===== src/rit_pkg.sv =====
`timescale 1ns / 1ps
// ----------------------------------------------------------------------------
// rit_pkg
// Types, constants and helper functions for the radix integer to text block.
// ----------------------------------------------------------------------------
package rit_pkg;

   localparam int MAX_SYMBOLS     = 16;
   localparam int NUMBER_WIDTH    = 32;
   localparam int DIGIT_SLOTS     = NUMBER_WIDTH + 1;
   localparam int DIGIT_BITS      = $clog2(MAX_SYMBOLS);
   localparam int COUNT_BITS      = $clog2(DIGIT_SLOTS + 1);
   localparam int STEPS_PER_CYCLE = 8;
   localparam int DIV_CYCLES      = (NUMBER_WIDTH + STEPS_PER_CYCLE - 1) / STEPS_PER_CYCLE;
   localparam int DIV_WIDTH       = DIV_CYCLES * STEPS_PER_CYCLE;
   localparam int DIV_CNT_BITS    = (DIV_CYCLES > 1) ? $clog2(DIV_CYCLES) : 1;
   localparam int QUEUE_DEPTH     = 2;
   localparam int QUEUE_PTR_BITS  = $clog2(QUEUE_DEPTH);
   localparam int QUEUE_CNT_BITS  = $clog2(QUEUE_DEPTH + 1);

   localparam int IN_WIDTH        = 32;
   localparam int CHAR_BITS       = 8;
   localparam int RADIX_BITS      = 5;
   localparam int CSR_DATA_BITS   = 64;
   localparam int CSR_INDEX_BITS  = 2;
   localparam int SYMBOLS_WIDTH   = 2 * CSR_DATA_BITS;

   localparam logic [CHAR_BITS-1:0] SIGN_PLUS  = 8'h2B;
   localparam logic [CHAR_BITS-1:0] SIGN_MINUS = 8'h2D;

   typedef enum logic [CSR_INDEX_BITS-1:0] {
      CSR_BASE_LENGTH  = 2'd0,
      CSR_SYMBOLS_LOW  = 2'd1,
      CSR_SYMBOLS_HIGH = 2'd2
   } csr_index_type;

   typedef enum logic [1:0] {
      BACK_IDLE,
      BACK_DIVIDE,
      BACK_SIGN,
      BACK_EMIT
   } back_state_type;

   typedef struct packed {
      logic                    negative;
      logic [NUMBER_WIDTH-1:0] magnitude;
   } item_type;

   typedef struct packed {
      logic full;
      logic empty;
   } queue_status_type;

   typedef struct packed {
      logic                     base_ok;
      logic [RADIX_BITS-1:0]    radix;
      logic [SYMBOLS_WIDTH-1:0] symbols;
   } cfg_type;

   function automatic logic base_valid(input logic [RADIX_BITS-1:0]    n,
                                       input logic [SYMBOLS_WIDTH-1:0] syms);
      logic                 ok;
      logic [CHAR_BITS-1:0] sa;
      ok = (int'(n) >= 2) && (int'(n) <= MAX_SYMBOLS);
      for (int a = 0; a < MAX_SYMBOLS; a++) begin
         sa = syms[CHAR_BITS*a +: CHAR_BITS];
         if (a < int'(n)) begin
            if (sa == '0 || sa == SIGN_PLUS || sa == SIGN_MINUS) begin
               ok = 1'b0;
            end
            for (int b = a + 1; b < MAX_SYMBOLS; b++) begin
               if (b < int'(n) && syms[CHAR_BITS*b +: CHAR_BITS] == sa) begin
                  ok = 1'b0;
               end
            end
         end
      end
      return ok;
   endfunction

   function automatic logic [CHAR_BITS-1:0] symbol_at(input logic [DIGIT_BITS-1:0]    digit,
                                                      input logic [SYMBOLS_WIDTH-1:0] syms);
      return syms[CHAR_BITS*int'(digit) +: CHAR_BITS];
   endfunction

endpackage


===== src/rit_queue.sv =====
`timescale 1ns / 1ps
// ----------------------------------------------------------------------------
// rit_queue
// Short FIFO of classified items between the front and the back.
// ----------------------------------------------------------------------------
module rit_queue (
   input  logic                      clock,
   input  logic                      reset,
   input  logic                      push,
   input  rit_pkg::item_type         push_item,
   input  logic                      pop,
   output rit_pkg::item_type         pop_item,
   output rit_pkg::queue_status_type status
);

   rit_pkg::item_type                        entry_ff [rit_pkg::QUEUE_DEPTH];
   logic [rit_pkg::QUEUE_PTR_BITS-1:0]       wr_ptr_ff, wr_ptr_in;
   logic [rit_pkg::QUEUE_PTR_BITS-1:0]       rd_ptr_ff, rd_ptr_in;
   logic [rit_pkg::QUEUE_CNT_BITS-1:0]       count_ff, count_in;

   localparam logic [rit_pkg::QUEUE_PTR_BITS-1:0] PTR_LAST =
      rit_pkg::QUEUE_PTR_BITS'(rit_pkg::QUEUE_DEPTH - 1);
   localparam logic [rit_pkg::QUEUE_CNT_BITS-1:0] CNT_FULL =
      rit_pkg::QUEUE_CNT_BITS'(rit_pkg::QUEUE_DEPTH);

   always_comb begin
      status.full  = (count_ff == CNT_FULL);
      status.empty = (count_ff == '0);
      pop_item     = entry_ff[rd_ptr_ff];
      wr_ptr_in    = wr_ptr_ff;
      rd_ptr_in    = rd_ptr_ff;
      count_in     = count_ff;
      if (push) begin
         wr_ptr_in = (wr_ptr_ff == PTR_LAST) ? '0 : wr_ptr_ff + 1'b1;
      end
      if (pop) begin
         rd_ptr_in = (rd_ptr_ff == PTR_LAST) ? '0 : rd_ptr_ff + 1'b1;
      end
      if (push && !pop) begin
         count_in = count_ff + 1'b1;
      end else if (pop && !push) begin
         count_in = count_ff - 1'b1;
      end
   end

   always_ff @(posedge clock) begin
      if (reset) begin
         wr_ptr_ff <= '0;
         rd_ptr_ff <= '0;
         count_ff  <= '0;
      end else begin
         wr_ptr_ff <= wr_ptr_in;
         rd_ptr_ff <= rd_ptr_in;
         count_ff  <= count_in;
      end
   end

   always_ff @(posedge clock) begin
      if (push) begin
         entry_ff[wr_ptr_ff] <= push_item;
      end
   end

endmodule


===== src/rit_front.sv =====
`timescale 1ns / 1ps
// ----------------------------------------------------------------------------
// rit_front
// Input stage: holds one number, splits sign and magnitude, drops the item
// when the base is invalid, otherwise pushes it into the queue.
// ----------------------------------------------------------------------------
module rit_front (
   input  logic                          clock,
   input  logic                          reset,
   input  logic                          req_valid,
   output logic                          req_stall,
   input  logic [rit_pkg::IN_WIDTH-1:0]  req_number,
   input  logic                          base_ok,
   input  rit_pkg::queue_status_type     status,
   output logic                          push,
   output rit_pkg::item_type             push_item
);

   logic                              hold_valid_ff, hold_valid_in;
   logic [rit_pkg::NUMBER_WIDTH-1:0]  hold_number_ff;
   logic                              done;
   logic                              accept;

   always_comb begin
      done      = hold_valid_ff && (!base_ok || !status.full);
      push      = hold_valid_ff && base_ok && !status.full;
      req_stall = hold_valid_ff && !done;
      accept    = req_valid && !req_stall;

      push_item.negative  = hold_number_ff[rit_pkg::NUMBER_WIDTH-1];
      push_item.magnitude = push_item.negative ?
         (~hold_number_ff) + {{(rit_pkg::NUMBER_WIDTH-1){1'b0}}, 1'b1} : hold_number_ff;

      if (accept) begin
         hold_valid_in = 1'b1;
      end else if (done) begin
         hold_valid_in = 1'b0;
      end else begin
         hold_valid_in = hold_valid_ff;
      end
   end

   always_ff @(posedge clock) begin
      if (reset) begin
         hold_valid_ff <= 1'b0;
      end else begin
         hold_valid_ff <= hold_valid_in;
      end
   end

   always_ff @(posedge clock) begin
      if (accept) begin
         hold_number_ff <= req_number[rit_pkg::NUMBER_WIDTH-1:0];
      end
   end

endmodule


===== src/rit_back.sv =====
`timescale 1ns / 1ps
// ----------------------------------------------------------------------------
// rit_back
// Digit engine: repeated division by the radix, eight quotient bits a cycle,
// remainders stacked and then emitted most significant first, '-' ahead of negatives.
// ----------------------------------------------------------------------------
module rit_back (
   input  logic                           clock,
   input  logic                           reset,
   input  rit_pkg::cfg_type               cfg,
   input  rit_pkg::queue_status_type      status,
   output logic                           pop,
   input  rit_pkg::item_type              pop_item,
   output logic                           rsp_valid,
   input  logic                           rsp_stall,
   output logic [rit_pkg::CHAR_BITS-1:0]  rsp_character,
   output logic                           rsp_last
);

   rit_pkg::back_state_type               state_ff, state_in;
   logic [rit_pkg::DIV_WIDTH-1:0]         div_ff, div_in;
   logic [rit_pkg::DIGIT_BITS-1:0]        rem_ff, rem_in;
   logic [rit_pkg::DIV_CNT_BITS-1:0]      cycle_ff, cycle_in;
   logic                                  negative_ff, negative_in;
   logic [rit_pkg::COUNT_BITS-1:0]        count_ff, count_in;
   logic [rit_pkg::DIGIT_BITS-1:0]        stack_ff [rit_pkg::DIGIT_SLOTS];
   logic [rit_pkg::DIGIT_BITS-1:0]        stack_in [rit_pkg::DIGIT_SLOTS];
   logic                                  rsp_valid_ff, rsp_valid_in;
   logic [rit_pkg::CHAR_BITS-1:0]         rsp_character_ff, rsp_character_in;
   logic                                  rsp_last_ff, rsp_last_in;

   logic [rit_pkg::DIGIT_BITS:0]          radix_ext;
   logic [rit_pkg::DIGIT_BITS:0]          partial;
   logic [rit_pkg::DIGIT_BITS-1:0]        rem_step;
   logic [rit_pkg::DIV_WIDTH-1:0]         div_step;
   logic                                  out_free;
   logic                                  load;

   localparam logic [rit_pkg::DIV_CNT_BITS-1:0] CYCLE_LAST =
      rit_pkg::DIV_CNT_BITS'(rit_pkg::DIV_CYCLES - 1);
   localparam logic [rit_pkg::COUNT_BITS-1:0] COUNT_LAST =
      rit_pkg::COUNT_BITS'(rit_pkg::DIGIT_SLOTS - 1);
   localparam logic [rit_pkg::COUNT_BITS-1:0] COUNT_ONE =
      rit_pkg::COUNT_BITS'(1);

   assign rsp_valid     = rsp_valid_ff;
   assign rsp_character = rsp_character_ff;
   assign rsp_last      = rsp_last_ff;

   // restoring division, STEPS_PER_CYCLE quotient bits per cycle
   always_comb begin
      radix_ext = cfg.radix[rit_pkg::DIGIT_BITS:0];
      rem_step  = rem_ff;
      div_step  = div_ff;
      partial   = '0;
      for (int s = 0; s < rit_pkg::STEPS_PER_CYCLE; s++) begin
         partial  = {rem_step, div_step[rit_pkg::DIV_WIDTH-1]};
         div_step = {div_step[rit_pkg::DIV_WIDTH-2:0], 1'b0};
         if (partial >= radix_ext) begin
            partial     = partial - radix_ext;
            div_step[0] = 1'b1;
         end
         rem_step = partial[rit_pkg::DIGIT_BITS-1:0];
      end
   end

   always_comb begin
      state_in         = state_ff;
      div_in           = div_ff;
      rem_in           = rem_ff;
      cycle_in         = cycle_ff;
      negative_in      = negative_ff;
      count_in         = count_ff;
      stack_in         = stack_ff;
      rsp_character_in = rsp_character_ff;
      rsp_last_in      = rsp_last_ff;
      pop              = 1'b0;
      load             = 1'b0;
      out_free         = !rsp_valid_ff || !rsp_stall;

      unique case (state_ff)
         rit_pkg::BACK_IDLE: begin
            if (!status.empty) begin
               pop         = 1'b1;
               div_in      = rit_pkg::DIV_WIDTH'(pop_item.magnitude);
               rem_in      = '0;
               cycle_in    = '0;
               negative_in = pop_item.negative;
               count_in    = '0;
               state_in    = rit_pkg::BACK_DIVIDE;
            end
         end
         rit_pkg::BACK_DIVIDE: begin
            div_in   = div_step;
            rem_in   = rem_step;
            cycle_in = cycle_ff + 1'b1;
            if (cycle_ff == CYCLE_LAST) begin
               cycle_in    = '0;
               rem_in      = '0;
               count_in    = count_ff + 1'b1;
               stack_in[0] = rem_step;
               for (int i = 1; i < rit_pkg::DIGIT_SLOTS; i++) begin
                  stack_in[i] = stack_ff[i-1];
               end
               if (div_step == '0 || count_ff == COUNT_LAST) begin
                  state_in = negative_ff ? rit_pkg::BACK_SIGN : rit_pkg::BACK_EMIT;
               end
            end
         end
         rit_pkg::BACK_SIGN: begin
            if (out_free) begin
               load             = 1'b1;
               rsp_character_in = rit_pkg::SIGN_MINUS;
               rsp_last_in      = 1'b0;
               state_in         = rit_pkg::BACK_EMIT;
            end
         end
         rit_pkg::BACK_EMIT: begin
            if (out_free) begin
               load             = 1'b1;
               rsp_character_in = rit_pkg::symbol_at(stack_ff[0], cfg.symbols);
               rsp_last_in      = (count_ff == COUNT_ONE);
               count_in         = count_ff - 1'b1;
               for (int i = 0; i < rit_pkg::DIGIT_SLOTS - 1; i++) begin
                  stack_in[i] = stack_ff[i+1];
               end
               if (count_ff == COUNT_ONE) begin
                  state_in = rit_pkg::BACK_IDLE;
               end
            end
         end
         default: begin
            state_in = rit_pkg::BACK_IDLE;
         end
      endcase

      if (load) begin
         rsp_valid_in = 1'b1;
      end else if (!rsp_stall) begin
         rsp_valid_in = 1'b0;
      end else begin
         rsp_valid_in = rsp_valid_ff;
      end
   end

   always_ff @(posedge clock) begin
      if (reset) begin
         state_ff     <= rit_pkg::BACK_IDLE;
         rsp_valid_ff <= 1'b0;
         cycle_ff     <= '0;
         count_ff     <= '0;
      end else begin
         state_ff     <= state_in;
         rsp_valid_ff <= rsp_valid_in;
         cycle_ff     <= cycle_in;
         count_ff     <= count_in;
      end
   end

   always_ff @(posedge clock) begin
      div_ff           <= div_in;
      rem_ff           <= rem_in;
      negative_ff      <= negative_in;
      stack_ff         <= stack_in;
      rsp_character_ff <= rsp_character_in;
      rsp_last_ff      <= rsp_last_in;
   end

endmodule


===== src/radix_integer_to_text.sv =====
`timescale 1ns / 1ps
// ----------------------------------------------------------------------------
// radix_integer_to_text
// Converts a signed integer to its text in a configured radix, one character
// per transfer, most significant digit first, '-' ahead of negatives.
// ----------------------------------------------------------------------------
//
//   channel  ports                                    direction
//   req      req_valid req_stall req_number           in
//   rsp      rsp_valid rsp_stall rsp_character rsp_last  out
//   csr      csr_write csr_index csr_data             in
//
// Each digit is worked out in the shared divider (8 quotient bits per cycle).
// The longest item is 32 digits plus the sign (radix 2, most negative value).
// Reset clears the base registers, so the base is invalid and items are dropped.
// The two-entry queue lets the input stage take a transfer while the back is busy.
// rsp_stall only holds the output register; digit work waits for it at emission.
module radix_integer_to_text (
   input  logic                               clock,
   input  logic                               reset,
   input  logic                               req_valid,
   output logic                               req_stall,
   input  logic [rit_pkg::IN_WIDTH-1:0]       req_number,
   output logic                               rsp_valid,
   input  logic                               rsp_stall,
   output logic [rit_pkg::CHAR_BITS-1:0]      rsp_character,
   output logic                               rsp_last,
   input  logic                               csr_write,
   input  logic [rit_pkg::CSR_INDEX_BITS-1:0] csr_index,
   input  logic [rit_pkg::CSR_DATA_BITS-1:0]  csr_data
);

   logic [rit_pkg::RADIX_BITS-1:0]     base_length_ff, base_length_in;
   logic [rit_pkg::CSR_DATA_BITS-1:0]  symbols_low_ff, symbols_low_in;
   logic [rit_pkg::CSR_DATA_BITS-1:0]  symbols_high_ff, symbols_high_in;
   logic                               base_ok_ff, base_ok_in;

   rit_pkg::cfg_type                   cfg;
   rit_pkg::queue_status_type          status;
   rit_pkg::item_type                  push_item;
   rit_pkg::item_type                  pop_item;
   logic                               push;
   logic                               pop;

   always_comb begin
      base_length_in  = base_length_ff;
      symbols_low_in  = symbols_low_ff;
      symbols_high_in = symbols_high_ff;
      if (csr_write) begin
         unique case (rit_pkg::csr_index_type'(csr_index))
            rit_pkg::CSR_BASE_LENGTH:  base_length_in  = csr_data[rit_pkg::RADIX_BITS-1:0];
            rit_pkg::CSR_SYMBOLS_LOW:  symbols_low_in  = csr_data;
            rit_pkg::CSR_SYMBOLS_HIGH: symbols_high_in = csr_data;
            default: ;
         endcase
      end
      base_ok_in  = rit_pkg::base_valid(base_length_ff, {symbols_high_ff, symbols_low_ff});
      cfg.base_ok = base_ok_ff;
      cfg.radix   = base_length_ff;
      cfg.symbols = {symbols_high_ff, symbols_low_ff};
   end

   always_ff @(posedge clock) begin
      if (reset) begin
         base_length_ff  <= '0;
         symbols_low_ff  <= '0;
         symbols_high_ff <= '0;
         base_ok_ff      <= 1'b0;
      end else begin
         base_length_ff  <= base_length_in;
         symbols_low_ff  <= symbols_low_in;
         symbols_high_ff <= symbols_high_in;
         base_ok_ff      <= base_ok_in;
      end
   end

   rit_front u_front (
      .clock      (clock),
      .reset      (reset),
      .req_valid  (req_valid),
      .req_stall  (req_stall),
      .req_number (req_number),
      .base_ok    (cfg.base_ok),
      .status     (status),
      .push       (push),
      .push_item  (push_item)
   );

   rit_queue u_queue (
      .clock     (clock),
      .reset     (reset),
      .push      (push),
      .push_item (push_item),
      .pop       (pop),
      .pop_item  (pop_item),
      .status    (status)
   );

   rit_back u_back (
      .clock         (clock),
      .reset         (reset),
      .cfg           (cfg),
      .status        (status),
      .pop           (pop),
      .pop_item      (pop_item),
      .rsp_valid     (rsp_valid),
      .rsp_stall     (rsp_stall),
      .rsp_character (rsp_character),
      .rsp_last      (rsp_last)
   );

endmodule


===== config.mk =====
export PLATFORM = sky130hd
export DESIGN_NAME = radix_integer_to_text
export DESIGN_NICKNAME = d
export VERILOG_FILES = /design/src/rit_pkg.sv /design/src/rit_queue.sv /design/src/rit_front.sv /design/src/rit_back.sv /design/src/radix_integer_to_text.sv
export SDC_FILE = /design/constraint.sdc
export NUM_CORES = 1
export LEC_CHECK = 0
export BUFFER_PORTS_ARGS = -buffer_cell sky130_fd_sc_hd__buf_2
export CAP_MARGIN = 20
export CORE_MARGIN = 8
export CORE_UTILIZATION = 35
export DETAILED_ROUTE_END_ITERATION = 8
export GPL_TIMING_DRIVEN = 0
export HOLD_SLACK_MARGIN = 0.05
export PLACE_DENSITY = 0.54
export SKIP_CTS_REPAIR_TIMING = 1
export SYNTH_ARGS = -nofsm -noshare
export SYNTH_HDL_FRONTEND = slang
export SYNTH_HIERARCHICAL = 1
export SYNTH_SLANG_ARGS = --single-unit

===== constraint.sdc =====
create_clock -name clock -period 21.7 [get_ports clock]
set_clock_uncertainty 0.15 [all_clocks]
set_input_delay 1.085 -clock clock [delete_from_list [all_inputs] [get_ports clock]]
set_output_delay 1.085 -clock clock [all_outputs]
set_load 0.05 [all_outputs]

-- Yosys cells after proc, flatten, opt, wreduce, memory -nomap -nowiden
Memories as Yosys holds them, arrays and structs flattened. A register that Yosys moved wholly into a read port is not among the register bits.
Index checks and enable logic that the tools add are counted.
- register bits after elaboration: 360
- RAM bits: 66
- input port bits: 103
- output and inout bits: 11
- logic and storage cells: 687
- memories kept: 1
- add/sub/neg operators: 16
- $lt $le $gt $ge: 26
- equality and inequality tests: 168
- shift operators: 1
- multiplexer cells: 214
- bitwise operators: 2
- reductions and logical operators: 208
- memory list (name ; depth ; width ; read ports ; clocked after memory_dff ; wr ports ; RTL line ; source):
    u_queue.entry_ff ; 2 ; 33 ; 1 ; 1 ; 1 ; rit_queue.sv:16 ; rit_pkg::item_type entry_ff [rit_pkg::QUEUE_DEPTH];
- operator list (operator ; count):
    8-bit == test ; 120
    8-bit by 6-bit == test with 1-bit output, second input constant ; 32
    128-bit case mux with 2 select lines ; 1
    1-bit two-way mux ; 177
    132-bit two-way mux ; 1
    1-bit logical AND ; 128
    8-bit logical NOT ; 16
    128-bit two-way mux ; 1
    128-bit by 8-bit variable part select with 8-bit output ; 1
    32-bit two-way mux ; 2
    32-bit case mux with 2 select lines ; 1
    5-bit >= comparator ; 8
    4-bit by 5-bit less-than comparator with 1-bit output, first input constant ; 8
    4-bit two-way mux ; 10
    1-bit logical OR ; 35
    32-bit by 1-bit adder with 32-bit output, second input constant ; 1
    32-bit logical NOT ; 1
    32-bit inverter ; 1
    4-bit subtractor ; 8
    3-bit by 5-bit less-than comparator with 1-bit output, first input constant ; 4
    2-bit two-way mux ; 10
    6-bit two-way mux ; 3
    6-bit case mux with 3 select lines ; 1
    8-bit two-way mux ; 2
    30 further kinds ; 63

-- Depth between registers and ports, before layout
Gate-level depths: netlist of run 1.
- depth in word-level cells: 155
- mapped depth: 50
- depth with buffers taken out: 49

-- Hierarchy
The synthesis of run 1 kept the hierarchy.
- by module, submodules not included (module ; instances ; cells each ; area each (µm²) ; seq. area each (µm²)):
    radix_integer_to_text ; 1 ; 2327 ; 17548.1 ; 2682.6
    rit_back ; 1 ; 797 ; 10640.2 ; 5565.3
    rit_queue ; 1 ; 125 ; 2583.7 ; 2082.0
    rit_front ; 1 ; 145 ; 1803.0 ; 980.9

-- Least setup slack after synthesis of run 1
No wires, ideal clock.
- path type: input to register
- start: in rsp_stall
- end: reg u_back/stack_ff[100] in the netlist's numbering (enable)
- library setup time: 805 ps
- arrival time: 10626 ps
- required time: 20745 ps
- setup slack: 10119 ps
- stages on the path: 3
- path buffers: 0
- path through: nand2_1 nor2_1 a211oi_1
- cells in the longest elaborated chain, start to end: 4
- RTL lines (item ; RTL line ; source):
    start, declared ; radix_integer_to_text.sv:25 ; input logic rsp_stall,
    1-bit logical NOT ; rit_back.sv:79 ; out_free = !rsp_valid_ff || !rsp_stall;
    1-bit logical OR ; rit_back.sv:79 ;
    2-bit by 1-bit inequality test with 1-bit output (no source line) ; - ;
    3-bit AND reduction (no source line) ; - ;
    end signal, assigned ; rit_back.sv:164 ; stack_ff <= stack_in;
    end, declared ; rit_back.sv:26 ; logic [rit_pkg::DIGIT_BITS-1:0] stack_ff [rit_pkg::DIGIT_SLOTS];
No other way between the ends.
A chain may end at the register's enable or synchronous reset.

-- Final worst setup path of run 1
- start: reg base_length_ff[1] in the netlist's numbering
- end: reg u_back.state_ff[0]
- cells in the longest elaborated chain, start to end: 20
- elaborated cells between the ends (all ways): 34
- classes of those cells: add/sub: 7; order compare: 8; eq/ne: 1; mux: 15; reduce/logical: 3
- RTL lines (item ; RTL line ; source):
    start, declared ; radix_integer_to_text.sv:33 ; logic [rit_pkg::RADIX_BITS-1:0] base_length_ff, base_length_in;
    start signal, assigned ; radix_integer_to_text.sv:70 ; base_length_ff <= base_length_in;
    4-bit subtractor / 5-bit >= comparator (equally long branches) ; rit_back.sv:60, rit_back.sv:59 ;
    4-bit two-way mux ; rit_back.sv:59 ; if (partial >= radix_ext) begin
    4-bit subtractor / 5-bit >= comparator (equally long branches) ; rit_back.sv:60, rit_back.sv:59 ;
    4-bit two-way mux ; rit_back.sv:59 ;
    4-bit subtractor / 5-bit >= comparator (equally long branches) ; rit_back.sv:60, rit_back.sv:59 ;
    4-bit two-way mux ; rit_back.sv:59 ;
    5-bit >= comparator / 4-bit subtractor (equally long branches) ; rit_back.sv:59, rit_back.sv:60 ;
    4-bit two-way mux ; rit_back.sv:59 ;
    [4 not listed] ; - ;
    4-bit subtractor / 5-bit >= comparator (equally long branches) ; rit_back.sv:60, rit_back.sv:59 ;
    4-bit two-way mux ; rit_back.sv:59 ;
    5-bit >= comparator ; rit_back.sv:59 ;
    1-bit two-way mux ; rit_back.sv:59 ;
    32-bit logical NOT * ; rit_back.sv:105 ; if (div_step == '0 || count_ff == COUNT_LAST) begin
    1-bit logical OR * ; rit_back.sv:105 ;
    2-bit by 1-bit inequality test with 1-bit output (no source line) * ; - ;
    6-bit AND reduction (no source line) * ; - ;
    end signal, assigned ; rit_back.sv:148 ; state_ff <= rit_pkg::BACK_IDLE;
    end signal, assigned ; rit_back.sv:153 ; state_ff <= state_in;
    end, declared ; rit_back.sv:20 ; rit_pkg::back_state_type state_ff, state_in;
Every way passes the cells marked *; elsewhere a longest branch is shown, timed or not.

==> impl_metrics.py, run 1 <==
metrics = {
    "route": {
        "vias_per_cell": 5.960,
        "wl_met2_um": 59190,
        "routedWlPerCell_um": 31.05,
        "ant_nets": 0,
        "drc": 0,
        "wl_met3_um": 21100,
        "vias": 28990,
        "top_layer_used": "met5",
        "finalWirelength_um": 151000,
        "drt-initial-drc-count": 3853,
        "met1_length_um": 60520,
        "drt_first_pass_iters": 6,
    },
    "setup_path": {
        "cp-start-kind": "flop",
        "worst-path-stages": 47,
        "cp_top_family": "compound AO/OA/AOI/OAI gates",
        "path_buf_inv": 2,
        "rrSetupSlack_ps": 8170,
        "worst-setup-path-type": "flop to flop",
        "r2r_cells": 47,
        "crit_required_ps": 22070,
        "cp_slowest_stage_delay_ps": 730,
        "endpoint_kind": "flop",
        "worst-path-max-fanout": 14,
        "crit_path_top_delay_cell": "a31oi_1",
        "cpMostUsedCell": "ha_1",
        "arrival_ps": 13900,
    },
    "synth": {
        "synthFlopType": "edfxtp_1",
        "syn_nets": 3555,
        "yosysSeqAreaShare_pct": 34.72,
        "synthCells": 3394,
        "ys_warn_count": 6,
        "netlist_area_um2": 32570,
        "synthArstFlopShare_pct": 0,
        "synth_area_per_cell_um2": 9.598,
        "synth_cell_types": 79,
        "synth-edff-count": 276,
        "ys_ff_latch": 427,
    },
    "floorplan": {
        "io_pins": 114,
        "dieArea_um2": 103100,
        "rows": 112,
        "die_y_um": 321.1,
        "core_um2": 92770,
        "initial_utilization_pct": 35.11,
        "dieWidth_um": 321.1,
    },
    "placed_design": {
        "numPortBuffers": 113,
        "place_congestion": 1.073,
        "dp_hpwl_um": 108000,
    },
    "cts": {
        "cts-root-buf": "clkbuf_16",
        "cts.sinks": 427,
        "cts_buffers": 47,
        "clk_latency_ps": 610,
        "cts_tree": "built",
        "htree_levels": 2,
        "cts.clk_slew.worst_paths_ps": 60,
        "clk_path_buf_depth": 3,
    },
    "global_routing": {
        "grt_pass1_vias": 27840,
        "grt_max_degree": 37,
        "grt_pass1_wl_um": 209800,
        "grt_overflow": 0,
        "grt_use_total_pct": 28.13,
        "antenna_found_initial": 10,
    },
    "timing": {
        "period_needed_ps": 13530,
        "hold_violations": 0,
        "holdWs_ps": 312.7,
        "setup_viol": 0,
        "tns_ps": 0,
        "maxSlewViolCount": 0,
        "fmax_mhz": 73.90,
        "relSlewSlack_pct": 13.34,
        "worst_pin_slew_ps": 1294,
        "rsz0062_at_grt": "no",
        "post-route-period-util_pct": 62.36,
    },
    "run": {
        "cap_violations": 0,
    },
    "min_path": {
        "hold_path_class": "flop to flop",
        "hold_depth": 0,
    },
    "status": {
        "outcome": "finished clean",
    },
    "cells_and_area": {
        "final-seq-area_um2": 11310,
        "finalCoreUtilization_pct": 39.43,
        "fillers": 9356,
        "multi_input_area_um2": 19330,
        "finalNetCount": 3733,
        "drive_above_1_share_pct": 16.75,
        "synthToLayoutAreaGrowth_pct": 12.30,
    },
}
==> flip-flops by register name (all words and copies together) (netlist names), 4 cells and up, named ones only <==
| signal | flops |
|---|---|
| u_back/stack_ff | 132 |
| u_queue/entry_ff | 66 |
| symbols_high_ff | 64 |
| symbols_low_ff | 64 |
| u_back/div_ff | 32 |
| u_front/hold_number_ff | 32 |
| u_back/rsp_character | 8 |
| u_back/count_ff | 6 |
| base_length_ff | 5 |
| u_back/rem_ff | 4 |
==> cell usage after synthesis, types with 15 or more instances <==
| library cell | n | area, µm² |
|---|---|---|
| nor4_1 | 74 | 462.9 |
| buf_1 | 21 | 78.83 |
| edfxtp_1 | 276 | 8288 |
| nor3_1 | 97 | 485.5 |
| o31ai_1 | 16 | 120.1 |
| xnor2_1 | 820 | 7182 |
| ha_1 | 50 | 625.6 |
| inv_1 | 40 | 150.1 |
| mux4_2 | 40 | 900.9 |
| a21o_1 | 15 | 112.6 |
| dfxtp_1 | 151 | 3023 |
| nand4_1 | 198 | 1239 |
| nor2_1 | 55 | 206.5 |
| nand3_1 | 34 | 170.2 |
| a22o_1 | 120 | 1051 |
| buf_2 | 244 | 1221 |
| xor2_1 | 204 | 1787 |
| or4_1 | 16 | 120.1 |
| a21oi_1 | 178 | 890.9 |
| clkbuf_1 | 87 | 326.6 |
| mux2_2 | 63 | 709.4 |
| o21ai_0 | 27 | 135.1 |
| nand2_1 | 320 | 1201 |
| a31oi_1 | 45 | 281.5 |
| buf_4 | 15 | 112.6 |
==> worst paths after layout <==
| path | from | to |
|---|---|---|
| hold reg to reg | u_back/stack_ff[4]$_DFFE_PP_ | u_back/stack_ff[0]$_DFFE_PP_ |
| setup reg to reg | base_length_ff[1]$_SDFFE_PP0P_ | u_back/state_ff[0]$_SDFFE_PP0P_ |
| setup / recovery | base_length_ff[1]$_SDFFE_PP0P_ | u_back/state_ff[0]$_SDFFE_PP0P_ |
| hold / removal | u_back/stack_ff[4]$_DFFE_PP_ | u_back/stack_ff[0]$_DFFE_PP_ |
==> metrics by stage <==
stage | instances | setup WS, ps | instance area, µm²
final | 4865 | 8169 | 36580
after global routing | 4861 | 7206 | 36570
after CTS | 4859 | 8256 | 36540
after detailed placement | 4775 | 8313 | 34970
after global placement | 4761 | 5550 | 34710
after floorplan | 3394 | 10120 | 32580
==> placed cells by master, fill, tap and decap left out, types with 8 or more instances in the layout <==
cell,n
a21o_1,15
a21oi_1,178
a22o_1,120
a31oi_1,45
buf_1,21
buf_2,357
buf_4,18
buf_8,9
clkbuf_1,95
clkbuf_16,50
clkinv_2,9
dfxtp_1,151
edfxtp_1,276
fa_1,8
ha_1,50
inv_1,39
mux2_2,63
mux2i_1,11
mux4_2,40
nand2_1,320
nand2b_1,13
nand3_1,34
nand4_1,198
nor2_1,55
nor2b_1,9
nor3_1,97
nor4_1,74
o21ai_0,27
o21ai_1,11
o22ai_1,14
o31ai_1,16
or4_1,16
xnor2_1,820
xor2_1,204
==> layer usage <==
| metal | vias up | global-route usage [%] |
|---|---|---|
| met3 | 523 | 11.02 |
| met2 | 2136 | 38.98 |
| met5 | - | 0 |
| met4 | 8 | 15.64 |
| li1 | 12300 | - |
| met1 | 14030 | 37.05 |
==> logic make-up (layout without fill, tap and decap cells) <==
group	after synthesis	after routing	synth area share [%]
AO/OA/AOI/OAI	490	490	10.29
multiplexers	115	115	5.316
AND/OR/NAND/NOR	866	866	13.70
buffers and inverters	414	627	6.019
XOR/XNOR	1024	1024	27.53
adder cells (fa/ha/maj)	58	58	2.412
flip-flops	427	427	34.72
other	0	4	0
==> layout make-up <==
class | count | share of cell area (%)
inverters | 41 | 0.4207
clock inverters | 25 | 0.7799
flip-flops and latches | 427 | 30.92
repair buffers | 129 | 2.257
diodes | 4 | 0.02736
plain buffers | 373 | 4.939
well taps | 1254 | 4.289
multi-input cells | 2553 | 52.85
clock buffers | 59 | 3.516
Power of run 1 is left out: the tool's default activity adds up to more than one toggle a clock period on the data nets, which glitch-free logic cannot reach.
==> run 2, diff against run 1 <==
PLACE_DENSITY = 0.56   (was 0.54)
clock period = 12.3 ns   (was 21.7 ns; I/O delays follow)
==> impl_metrics.py, run 2 (synthesized netlist as in run 1, its figures left out) <==
metrics = {
    "cells_and_area": {
        "reg_top3": "u_back/stack_ff: 132 flops, u_queue/entry_ff: 66 flops",
        "instances_no_fill": 4900,
        "drive_above_1_share_pct": 17.29,
        "final_common_cell": "xnor2_1",
        "top_register": "u_back/stack_ff",
        "largest_reg_flops": 132,
        "synthToLayoutAreaGrowth_pct": 13.51,
        "fillers": 9309,
        "final_cell_mix": "xnor2_1, buf_2, nand2_1",
        "finalCoreUtilization_pct": 39.86,
        "finalNetCount": 3766,
    },
    "global_routing": {
        "grt_max_degree": 37,
        "grt_pass1_vias": 27910,
        "antenna_found_initial": 8,
        "grt_overflow": 0,
        "grt_use_total_pct": 28.04,
        "grt_pass1_wl_um": 209200,
    },
    "route": {
        "drt_first_pass_iters": 9,
        "finalWirelength_um": 151100,
        "drt-initial-drc-count": 4293,
        "ant_nets": 0,
        "vias_per_cell": 5.991,
        "routedWlPerCell_um": 30.83,
        "vias": 29360,
        "drc": 0,
    },
    "status": {
        "outcome": "finished clean",
    },
    "cts": {
        "cts-root-buf": "clkbuf_16",
        "cts.sinks": 427,
        "clk_path_buf_depth": 3,
        "htree_levels": 2,
        "cts_tree": "built",
        "clk_latency_ps": 620,
        "cts_buffers": 47,
        "cts.clk_slew.worst_paths_ps": 60,
    },
    "timing": {
        "holdWs_ps": 58.92,
        "worst_pin_slew_ps": 1313,
        "maxSlewViolCount": 0,
        "post-route-period-util_pct": 94.62,
        "tns_ps": 0,
        "setup_viol": 0,
        "relSlewSlack_pct": 12.16,
        "hold_violations": 0,
        "period_needed_ps": 11640,
        "fmax_mhz": 85.92,
    },
    "floorplan": {
        "die_y_um": 321.1,
        "dieWidth_um": 321.1,
        "initial_utilization_pct": 35.11,
        "core_um2": 92770,
        "io_pins": 114,
        "dieArea_um2": 103100,
        "rows": 112,
    },
    "setup_path": {
        "cp_slowest_stage_delay_ps": 550,
        "endpoint_kind": "flop",
        "crit_path_top_delay_cell": "dfxtp_1",
        "worst-path-max-fanout": 9,
        "arrival_ps": 12000,
        "cp-start-kind": "flop",
        "worst-setup-path-type": "flop to flop",
        "cpMostUsedCell": "ha_1",
        "crit_required_ps": 12670,
    },
    "placed_design": {
        "place_congestion": 1.050,
        "dp_hpwl_um": 106200,
        "dp_cells": 4772,
        "numPortBuffers": 113,
    },
    "min_path": {
        "hold_path_class": "primary input to flop",
    },
    "run": {
        "cap_violations": 0,
    },
}
run 2: cell types whose count changed in the layout (fill, tap and decap cells not counted), sizes merged:
cell         previous run  this run
dlygate4sd3             0        25
buf                   415       423
clkbuf                146       153
clkinv                 19        15
clkinvlp                0         3
bufinv                  5         3
diode                   4         2
run 2: worst paths after layout:
path,depth (start not counted),start,end,slack [ps]
hold / removal,1,req_number[0],u_front/hold_number_ff[0]$_DFFE_PP_,60
setup reg to reg,46,base_length_ff[1]$_SDFFE_PP0P_,u_back/state_ff[0]$_SDFFE_PP0P_,660
hold reg to reg,0,u_back/stack_ff[6]$_DFFE_PP_,u_back/stack_ff[2]$_DFFE_PP_,300
setup / recovery,46,base_length_ff[1]$_SDFFE_PP0P_,u_back/state_ff[0]$_SDFFE_PP0P_,660
run 2: cell type report:
class                           instances  area, µm²  area share (%)
Multi-Input combinational cell       2553      19410           52.51
Sequential cell                       427      11310           30.59
Buffer                                373       1807           4.886
Tap cell                             1254       1569           4.243
Clock buffer                           66       1351           3.655
Timing Repair Buffer                  162       1121           3.032
Clock inverter                         22      234.0          0.6328
Inverter                               41      161.4          0.4365
Antenna cell                            2      5.005         0.01354
run 2: per-layer routing:
layer,global-route usage (%),vias to the layer above,routed length [µm],part of all wire (%)
li1,-,12350,-,-
met1,36.62,14260,60010,40
met2,37.76,2137,57620,38
met3,12.44,599,21940,15
met4,16.35,6,11290,7.5
met5,0,-,193,0.13
run 2: per-stage QoR:
stage / cell area [µm²] / setup slack (ps)
finish: 36980 / 661.4
global route: 36980 / -107.0
CTS: 36520 / -1095
detailed placement: 34940 / -1084
global placement: 34710 / -3508
floorplan: 32580 / 1076
run 2: critical path, delay by kind of cell (launching register included):
family                   cells  cell delay, ps
AO/OA/AOI/OAI               23            5000
adder cells (fa/ha/maj)      8            2580
buffers and inverters        3             690
flip-flops                   1             550
multiplexers                 3            1100
AND/OR/NAND/NOR              9            1480
Power of run 2 is left out for the same reason.
